<file path="config.mk">
export PLATFORM = sky130hd
export DESIGN_NAME = texture_surface_size_calc
export DESIGN_NICKNAME = d
export VERILOG_FILES = /design/src/hw/rtl/tssc_pkg.sv /design/src/hw/rtl/texture_surface_size_calc.sv /design/src/hw/rtl/tssc_front.sv /design/src/hw/rtl/tssc_queue.sv /design/src/hw/rtl/tssc_back.sv
export SDC_FILE = /design/constraint.sdc
export NUM_CORES = 2
export LEC_CHECK = 0
export ABC_AREA = 1
export BUFFER_PORTS_ARGS = -buffer_cell sky130_fd_sc_hd__buf_4
export CAP_MARGIN = 20
export CELL_PAD_IN_SITES_DETAIL_PLACEMENT = 0
export CELL_PAD_IN_SITES_GLOBAL_PLACEMENT = 1
export CORE_ASPECT_RATIO = 1.75
export CORE_MARGIN = 4
export CORE_UTILIZATION = 50
export CTS_BUF_LIST = sky130_fd_sc_hd__clkbuf_8
export DETAILED_ROUTE_END_ITERATION = 7
export PLACE_DENSITY_LB_ADDON = 0.25
export SLEW_MARGIN = 20
export SYNTH_ARGS = -nofsm -noshare
export SYNTH_HDL_FRONTEND = slang
export SYNTH_HIERARCHICAL = 1
export SYNTH_SLANG_ARGS = --single-unit
</file>
<file path="constraint.sdc">
create_clock -name clk -period 8.8 [get_ports clk]
set_input_delay 0 -clock clk [delete_from_list [all_inputs] [get_ports clk]]
set_output_delay 0 -clock clk [all_outputs]
set_load 0.05 [all_outputs]
</file>
<file path="src/hw/rtl/tssc_pkg.sv">
// Shared types, format codes and arithmetic helpers for the texture surface size calculator.
package tssc_pkg;

	localparam int DIM_W   = 15;
	localparam int LVL_W   = 5;
	localparam int PITCH_W = 18;
	localparam int PROD_W  = 2 * DIM_W;
	localparam int MIPS_W  = 4;
	localparam int BYTES_W = 32;

	typedef enum logic [2:0] {
		CLS_BLOCK8,
		CLS_BLOCK16,
		CLS_8BPP,
		CLS_16BPP,
		CLS_24BPP,
		CLS_32BPP,
		CLS_64BPP,
		CLS_UNKNOWN
	} fmt_class_t;

	typedef enum logic {
		ST_IDLE,
		ST_RUN
	} back_state_t;

	typedef struct packed {
		logic [DIM_W-1:0] surface_width;
		logic [DIM_W-1:0] surface_height;
		logic [LVL_W-1:0] level_count;
		fmt_class_t       format_class;
	} desc_t;

	typedef struct packed {
		logic [BYTES_W-1:0] chain_bytes;
		logic [PITCH_W-1:0] row_pitch;
		logic [DIM_W-1:0]   row_total;
		logic [BYTES_W-1:0] face_bytes;
		logic [MIPS_W-1:0]  full_mips;
		logic               format_error;
	} res_t;

	// Classified descriptor handed from the front end to the back end.
	typedef struct packed {
		logic [DIM_W-1:0]   width;
		logic [DIM_W-1:0]   height;
		logic [LVL_W-1:0]   levels;
		fmt_class_t         format_class;
		logic               is_block;
		logic [PITCH_W-1:0] row_pitch;
		logic [DIM_W-1:0]   row_total;
		logic [MIPS_W-1:0]  full_mips;
		logic               format_error;
	} job_t;

	// Bytes for n pixels (linear) or n blocks (block formats), low 32 bits.
	function automatic logic [BYTES_W-1:0] scale_bytes(input logic [PROD_W-1:0] n,
		input fmt_class_t cls);
		logic [PROD_W+3:0] wide;
		logic [PROD_W+3:0] r;
		wide = {4'b0000, n};
		case (cls) inside
			CLS_BLOCK8, CLS_64BPP: r = wide << 3;
			CLS_BLOCK16:           r = wide << 4;
			CLS_8BPP:              r = wide;
			CLS_16BPP:             r = wide << 1;
			CLS_24BPP:             r = wide + (wide << 1);
			CLS_32BPP:             r = wide << 2;
			default:               r = '0;
		endcase
		return r[BYTES_W-1:0];
	endfunction

	// Number of 4-pixel blocks covering v, rounded up.
	function automatic logic [DIM_W-1:0] block_dim(input logic [DIM_W-1:0] v);
		logic [DIM_W:0] sum;
		sum = {1'b0, v} + (DIM_W+1)'(3);
		return DIM_W'(sum >> 2);
	endfunction

	function automatic logic [MIPS_W-1:0] bit_length(input logic [DIM_W-1:0] v);
		logic [MIPS_W-1:0] n;
		n = '0;
		for (int i = 0; i < DIM_W; i++) begin
			if (v[i]) n = MIPS_W'(i + 1);
		end
		return n;
	endfunction

endpackage

</file>
<file path="src/hw/rtl/texture_surface_size_calc.sv">
// Texture surface size calculator: mip chain byte total, top-level pitch, rows and face size.
//
// A descriptor (width, height, level count, format class) is a transfer on desc_valid /
// desc_ready; one result per descriptor is a transfer on res_valid / res_ready.
// The front end classifies the descriptor into a two-entry queue; desc_ready drops only
// while that queue is full. The back end takes one descriptor at a time and spends one
// cycle per mip level on the chain sum, driven by a single 15x15 multiplier stage.
// With L the level count after saturation at MAX_LEVELS (zero for an unknown class),
// a descriptor occupies the back end while it issues its L levels, adds the last product
// and waits for the result register to be free; with L zero it goes straight to loading
// its result.
// The result sits in an output register; while the receiver stalls, the back end holds
// its finished sum and the queue keeps accepting until it is full.
// Reset empties the queue, returns the back end to idle and clears res_valid.
module texture_surface_size_calc #(
	parameter int MAX_LEVELS = 31
) (
	input  logic             clk,
	input  logic             arst_n,
	input  logic             desc_valid,
	output logic             desc_ready,
	input  tssc_pkg::desc_t  desc,
	output logic             res_valid,
	input  logic             res_ready,
	output tssc_pkg::res_t   res
);
	import tssc_pkg::*;

	job_t front_job;
	job_t queued_job;
	logic q_full;
	logic q_empty;
	logic q_pop;
	logic q_push;

	assign desc_ready = !q_full;
	assign q_push     = desc_valid && desc_ready;

	tssc_front #(
		.MAX_LEVELS(MAX_LEVELS)
	) u_front (
		.desc(desc),
		.job (front_job)
	);

	tssc_queue u_queue (
		.clk      (clk),
		.arst_n   (arst_n),
		.push     (q_push),
		.push_data(front_job),
		.full     (q_full),
		.pop      (q_pop),
		.empty    (q_empty),
		.pop_data (queued_job)
	);

	tssc_back u_back (
		.clk      (clk),
		.arst_n   (arst_n),
		.job_valid(!q_empty),
		.job      (queued_job),
		.job_take (q_pop),
		.res_valid(res_valid),
		.res_ready(res_ready),
		.res      (res)
	);

endmodule

</file>
<file path="src/hw/rtl/tssc_front.sv">
// Front end: classifies a descriptor and works out its top-level pitch, rows and mip length.
module tssc_front #(
	parameter int MAX_LEVELS = 31
) (
	input  tssc_pkg::desc_t desc,
	output tssc_pkg::job_t  job
);
	import tssc_pkg::*;

	localparam int LVL_MAX = (1 << LVL_W) - 1;
	localparam int LVL_CAP = (MAX_LEVELS > LVL_MAX) ? LVL_MAX : MAX_LEVELS;

	logic               known;
	logic               blk;
	logic [DIM_W-1:0]   top_w;
	logic [DIM_W-1:0]   biggest;
	logic [BYTES_W-1:0] pitch_full;

	always_comb begin
		known   = desc.format_class != CLS_UNKNOWN;
		blk     = desc.format_class == CLS_BLOCK8 || desc.format_class == CLS_BLOCK16;
		top_w   = blk ? block_dim(desc.surface_width) : desc.surface_width;
		biggest = (desc.surface_width > desc.surface_height) ?
			desc.surface_width : desc.surface_height;
		pitch_full = scale_bytes(PROD_W'(top_w), desc.format_class);

		job.width        = desc.surface_width;
		job.height       = desc.surface_height;
		job.format_class = desc.format_class;
		job.is_block     = blk;
		job.full_mips    = bit_length(biggest);
		job.format_error = !known;
		job.row_pitch    = known ? pitch_full[PITCH_W-1:0] : '0;
		if (!known) begin
			job.row_total = '0;
		end else if (blk) begin
			job.row_total = block_dim(desc.surface_height);
		end else begin
			job.row_total = desc.surface_height;
		end
		// an unknown class sums no levels, so the chain total stays zero
		if (!known) begin
			job.levels = '0;
		end else if (int'(desc.level_count) > LVL_CAP) begin
			job.levels = LVL_W'(LVL_CAP);
		end else begin
			job.levels = desc.level_count;
		end
	end

endmodule

</file>
<file path="src/hw/rtl/tssc_queue.sv">
// Two-entry queue of classified descriptors between the front and back ends.
module tssc_queue (
	input  logic           clk,
	input  logic           arst_n,
	input  logic           push,
	input  tssc_pkg::job_t push_data,
	output logic           full,
	input  logic           pop,
	output logic           empty,
	output tssc_pkg::job_t pop_data
);
	import tssc_pkg::*;

	job_t       entries_q [2];
	logic       wr_ptr_q;
	logic       rd_ptr_q;
	logic [1:0] count_q;

	assign full     = count_q == 2'd2;
	assign empty    = count_q == 2'd0;
	assign pop_data = entries_q[rd_ptr_q];

	always_ff @(posedge clk or negedge arst_n) begin
		if (!arst_n) begin
			wr_ptr_q <= 1'b0;
			rd_ptr_q <= 1'b0;
			count_q  <= 2'd0;
		end else begin
			if (push) wr_ptr_q <= !wr_ptr_q;
			if (pop) rd_ptr_q <= !rd_ptr_q;
			if (push && !pop) begin
				count_q <= count_q + 2'd1;
			end else if (pop && !push) begin
				count_q <= count_q - 2'd1;
			end
		end
	end

	always_ff @(posedge clk) begin
		if (push) entries_q[wr_ptr_q] <= push_data;
	end

endmodule

</file>
<file path="src/hw/rtl/tssc_back.sv">
// Back end: sums the mip chain one level per cycle and holds the result register.
module tssc_back (
	input  logic           clk,
	input  logic           arst_n,
	input  logic           job_valid,
	input  tssc_pkg::job_t job,
	output logic           job_take,
	output logic           res_valid,
	input  logic           res_ready,
	output tssc_pkg::res_t res
);
	import tssc_pkg::*;

	back_state_t        state_q, state_d;
	logic [LVL_W-1:0]   cnt_q;
	logic [DIM_W-1:0]   lw_q, lh_q;
	fmt_class_t         cls_q;
	logic               blk_q;
	logic [BYTES_W-1:0] chain_q;
	logic [PITCH_W-1:0] pitch_q;
	logic [DIM_W-1:0]   rows_q;
	logic [MIPS_W-1:0]  mips_q;
	logic               err_q;
	logic [PROD_W-1:0]  prod_s1;
	logic               v_s1;
	logic               res_valid_q;
	res_t               res_q;

	logic               issue;
	logic               done;
	logic               res_load;
	logic [DIM_W-1:0]   lw_c, lh_c;
	logic [DIM_W-1:0]   dim_a, dim_b;
	logic [BYTES_W:0]   face_full;

	assign res_valid = res_valid_q;
	assign res       = res_q;

	always_comb begin
		lw_c      = (lw_q == '0) ? DIM_W'(1) : lw_q;
		lh_c      = (lh_q == '0) ? DIM_W'(1) : lh_q;
		dim_a     = blk_q ? block_dim(lw_c) : lw_c;
		dim_b     = blk_q ? block_dim(lh_c) : lh_c;
		issue     = state_q == ST_RUN && cnt_q != '0;
		done      = state_q == ST_RUN && cnt_q == '0 && !v_s1;
		res_load  = done && (!res_valid_q || res_ready);
		job_take  = state_q == ST_IDLE && job_valid;
		face_full = (BYTES_W+1)'(pitch_q) * (BYTES_W+1)'(rows_q);
		state_d   = state_q;
		unique case (state_q)
			ST_IDLE: if (job_take) state_d = ST_RUN;
			ST_RUN:  if (res_load) state_d = ST_IDLE;
			default: state_d = ST_IDLE;
		endcase
	end

	always_ff @(posedge clk or negedge arst_n) begin
		if (!arst_n) begin
			state_q     <= ST_IDLE;
			cnt_q       <= '0;
			v_s1        <= 1'b0;
			res_valid_q <= 1'b0;
		end else begin
			state_q <= state_d;
			v_s1    <= issue;
			if (job_take) begin
				cnt_q <= job.levels;
			end else if (issue) begin
				cnt_q <= cnt_q - LVL_W'(1);
			end
			if (res_load) begin
				res_valid_q <= 1'b1;
			end else if (res_ready) begin
				res_valid_q <= 1'b0;
			end
		end
	end

	always_ff @(posedge clk) begin
		if (job_take) begin
			lw_q    <= job.width;
			lh_q    <= job.height;
			cls_q   <= job.format_class;
			blk_q   <= job.is_block;
			pitch_q <= job.row_pitch;
			rows_q  <= job.row_total;
			mips_q  <= job.full_mips;
			err_q   <= job.format_error;
			chain_q <= '0;
		end else begin
			// advance to the next level: clamp to 1, then halve
			if (issue) begin
				lw_q <= lw_c >> 1;
				lh_q <= lh_c >> 1;
			end
			if (v_s1) chain_q <= chain_q + scale_bytes(prod_s1, cls_q);
		end
		if (issue) prod_s1 <= PROD_W'(dim_a) * PROD_W'(dim_b);
		if (res_load) begin
			res_q.chain_bytes  <= chain_q;
			res_q.row_pitch    <= pitch_q;
			res_q.row_total    <= rows_q;
			res_q.face_bytes   <= face_full[BYTES_W-1:0];
			res_q.full_mips    <= mips_q;
			res_q.format_error <= err_q;
		end
	end

	a_idle_clean: assert property (@(posedge clk) disable iff (!arst_n)
		(state_q == ST_IDLE) |-> (!v_s1 && cnt_q == '0))
		else $error("back end idle with a level still in flight");

	a_hold_blocked: assert property (@(posedge clk) disable iff (!arst_n)
		(done && res_valid_q && !res_ready) |=> (state_q == ST_RUN && cnt_q == '0))
		else $error("finished descriptor dropped while result register was full");

	a_result_from_run: assert property (@(posedge clk) disable iff (!arst_n)
		$rose(res_valid_q) |-> $past(state_q == ST_RUN && cnt_q == '0 && !v_s1))
		else $error("result loaded before the chain sum completed");

endmodule

</file>
==> out/results.tsv <==
stage	metric	value	unit
logic_synthesis	synth.ff_latch_count	402	
place	preCtsSetupSlack	1198	ps
place	port_buffers	145	
critical_path	timing.critical_path.slowest_stage_cell	sky130_fd_sc_hd__o21ai_1	
timing	setup_ws	1304	ps
grt	grt_first_pass_wirelength	183600	um
grt	via_count_of_the_first_global_routing_pass	33535	
logic_synthesis	fraction_of_the_yosys_area_taken_by_sequential_cells	0.2966	
clocking	clk_pin_slew	70	ps
floorplan	core.rowCount	136	
routing	detail_route.wirelength	118400	um
logic_synthesis	post_synthesis_async_set_or_reset_flop_share	0.02985	
timing	slew_headroom	0.2714	
logic_synthesis	synth.net_count	5329	
timing	clock.fmax	133.4	MHz
final_layout	final_design_area_no_fill	42820	um^2
grt	globalRouteTotalUtil	0.2868	
logic_synthesis	yosysWarningCount	6	
clocking	tritoncts_clock_tree	done	
routing	route.layer.met1.wl	40230	um
clocking	cts_inserted_buffers	57	
run_status	status	complete, no violations	
timing	rsz0062_at_grt	no	
timing	setup_tns_after_final_layout	0	ps
timing	max_slew.worst_pin.slew	1093	ps
critical_path	critical_path_peak_fanout	12	
routing	drc	0	
floorplan	die_y	379.4	um
min_path	hp-class	in2reg	
critical_path	crit_path_max_incr_delay	690	ps
clocking	post_cts_buffers	0	
critical_path	startpoint_type	register	
clocking	max-clock-path-buffers	3	
critical_path	end_kind	register	
logic_synthesis	summed_instance_area_of_the_synthesized_netlist	39420	um^2
final_layout	most_frequent_cells_in_the_layout	1,108 x sky130_fd_sc_hd__nand2_1, 881 x sky130_fd_sc_hd__inv_1, 375 x sky130_fd_sc_hd__fa_1, 358 x sky130_fd_sc_hd__edfxtp_1, 327 x sky130_fd_sc_hd__nor2_1	
logic_synthesis	top_post_synthesis_cells_by_area	sky130_fd_sc_hd__edfxtp_1 27%, sky130_fd_sc_hd__fa_1 19%, sky130_fd_sc_hd__nand2_1 11%, sky130_fd_sc_hd__ha_1 8.9%, sky130_fd_sc_hd__inv_1 8.3%	
critical_path	critPathMostFrequentCell	sky130_fd_sc_hd__fa_1	
grt	grt_antenna_before_repair	3	
timing	min_period_over_period	0.8518	
critical_path	cp_data_arrival_time	7940	ps
grt	globalRoute.totalOverflow	0	
clocking	htree_num_levels	2	
floorplan	dieArea	83570	um^2
final_layout	area_growth	8.637	%
clocking	worst_skew_pair.late_latency	690	ps
floorplan	design.core.area	78450	um^2
logic_synthesis	netlist.top_cell.by_area	sky130_fd_sc_hd__edfxtp_1	
logic_synthesis	synth.lib_cells_used.distinct	74	
routing	ant_nets	0	
critical_path	worst-endpoint-required	9250	ps
grt	pin_count_of_the_biggest_net_entering_global_routing	76	
timing	fin_worst_skew	28.63	ps
final_layout	post_route_cells_drive_above_1_share	0.09397	
floorplan	fp.dieW	220.2	um
timing	post-route-min-period	7496	ps
floorplan	boundaryPins	146	
routing	wl_met2	63080	um
clocking	tritoncts_num_sinks	402	
logic_synthesis	number_of_flops_mapped_to_enable_cells_by_yosys	358	
logic_synthesis	syn_area_per_cell	8.512	um^2
place	routabilityCongestion	1.012	
routing	first_pass_iters	6	
logic_synthesis	dominantRegCellSynth	sky130_fd_sc_hd__edfxtp_1	
run	cap_viol_max_count	0	
logic_synthesis	synth_largest_type_area_fraction	0.2727	
routing	drc_marker_count_from_the_first_detailed_route_iteration	1672	
final_layout	layout.nets	5440	
timing	hold_ws	95.70	ps
timing	setup_viol_count_final	0	
clocking	cts_root_buf	sky130_fd_sc_hd__clkbuf_8	
place	postPlaceCellArea	41180	um^2
routing	vias	31496	
final_layout	layout_commonest_cell	sky130_fd_sc_hd__nand2_1	
routing	detailroute.wirelength.met3	5105	um
floorplan	floorplan.initialDensity	0.5025	
routing	top_layer	met4	
place	dp.final_hpwl	93950	um
logic_synthesis	postSynthCellCount	4631	
routing	detail_route.wl_per_cell	20.32	um
routing	vias_per_cell	5.406	
critical_path	worst-setup-path-type	reg2reg	
timing	final_hold_viol_count	0	
timing	slew_violations	0	
[worst paths after layout]
check	from	end	slack [ps]	cells past startpoint
worst max-delay path	u_back/lh_q[2]$_DFFE_PP_	u_back/prod_s1[25]$_DFFE_PP_	1300	27
worst min-delay path	desc[24]	u_queue/entries_q[0][63]$_DFFE_PP_	100	2
min in group asynchronous	arst_n	u_back/cnt_q[1]$_DFFE_PN0P_	510	3
worst min register to register	u_back/err_q$_DFFE_PP_	u_back/res[0]$_DFFE_PP_	420	0
max in group asynchronous	arst_n	u_queue/rd_ptr_q$_DFFE_PN0P_	7700	3
worst max register to register	u_back/lh_q[2]$_DFFE_PP_	u_back/prod_s1[25]$_DFFE_PP_	1300	27
[worst max-delay path, delay by kind of cell, from the launching register on]
kind | cells | cell delay, ps
AO/OA/AOI/OAI | 4 | 1530
flip-flops | 1 | 540
adder cells (fa/ha/maj) | 7 | 3380
buffers and inverters | 3 | 150
AND/OR/NAND/NOR | 13 | 1690
[through the flow]
step	util	cells
floorplan	-	4631
global placement	0.5249	5673
detailed placement	0.5250	5674
CTS	0.5455	5823
global route	0.5459	5825
finish	0.5459	5826
[repair_timing]
item                                   4_1_cts  5_1_grt
hold buffers                                43        0
endpoints found under the hold margin      157        0
gates resized for setup                      0        0
[Yosys cell counts, types with 17 or more instances]
| library cell | number |
|---|---|
| sky130_fd_sc_hd__o211ai_1 | 30 |
| sky130_fd_sc_hd__o21ai_1 | 20 |
| sky130_fd_sc_hd__xor2_1 | 52 |
| sky130_fd_sc_hd__buf_2 | 26 |
| sky130_fd_sc_hd__edfxtp_1 | 358 |
| sky130_fd_sc_hd__a21o_1 | 18 |
| sky130_fd_sc_hd__inv_1 | 873 |
| sky130_fd_sc_hd__nor2_1 | 331 |
| sky130_fd_sc_hd__clkbuf_1 | 86 |
| sky130_fd_sc_hd__nand3_1 | 147 |
| sky130_fd_sc_hd__nand2_1 | 1108 |
| sky130_fd_sc_hd__xnor2_1 | 38 |
| sky130_fd_sc_hd__mux2_4 | 20 |
| sky130_fd_sc_hd__o21bai_1 | 17 |
| sky130_fd_sc_hd__nor3_1 | 30 |
| sky130_fd_sc_hd__inv_2 | 21 |
| sky130_fd_sc_hd__mux2_2 | 57 |
| sky130_fd_sc_hd__a21oi_1 | 216 |
| sky130_fd_sc_hd__fa_1 | 375 |
| sky130_fd_sc_hd__o21ai_0 | 206 |
| sky130_fd_sc_hd__dfxtp_1 | 32 |
| sky130_fd_sc_hd__buf_4 | 39 |
| sky130_fd_sc_hd__nand4_1 | 37 |
| sky130_fd_sc_hd__ha_1 | 281 |
[routing by layer]
layer  GRT usage  up-vias
met5           0        -
met4      0.1984        0
met3     0.03771      391
met2      0.5392      903
met1      0.2872    15266
li1            -    14936
[kinds of logic (layout without fill, tap and decap cells)]
group	Yosys count	after routing	synth area share
XOR/XNOR	90	90	0.02000
multiplexers	77	77	0.02390
flip-flops	402	402	0.2966
AND/OR/NAND/NOR	1739	1739	0.1826
buffers and inverters	1066	1224	0.1085
AO/OA/AOI/OAI	601	601	0.08875
adder cells (fa/ha/maj)	656	656	0.2796
other	0	2	0
[area by class of cell]
type                       instances  area, um^2
antenna                            2       5.005
fill                            7463       35620
sequential                       402       11700
multi-input combinational       3163       23490
inverter                         897        3376
tap                             1035        1295
timing repair buffer             221        1789
clock inverter                    45       335.3
clock buffer                      61       839.6
[flip-flops by register name, summed over array words and instances (netlist names)]
register	cells
u_queue/wr_ptr_q	1
u_back/rows_q	15
u_back/blk_q	1
u_queue/rd_ptr_q	1
u_back/v_s1	1
u_back/chain_q	32
u_back/prod_s1	30
u_back/res_valid	1
u_back/mips_q	4
u_back/pitch_q	18
u_back/cls_q	3
u_back/err_q	1
u_queue/entries_q	154
u_back/cnt_q	5
u_queue/count_q	2
u_back/lh_q	15
u_back/state_q	1
u_back/lw_q	15
u_back/res	102
Power is left out: the tool's default activity adds up to more than one toggle a clock period on the data nets, which glitch-free logic cannot reach.
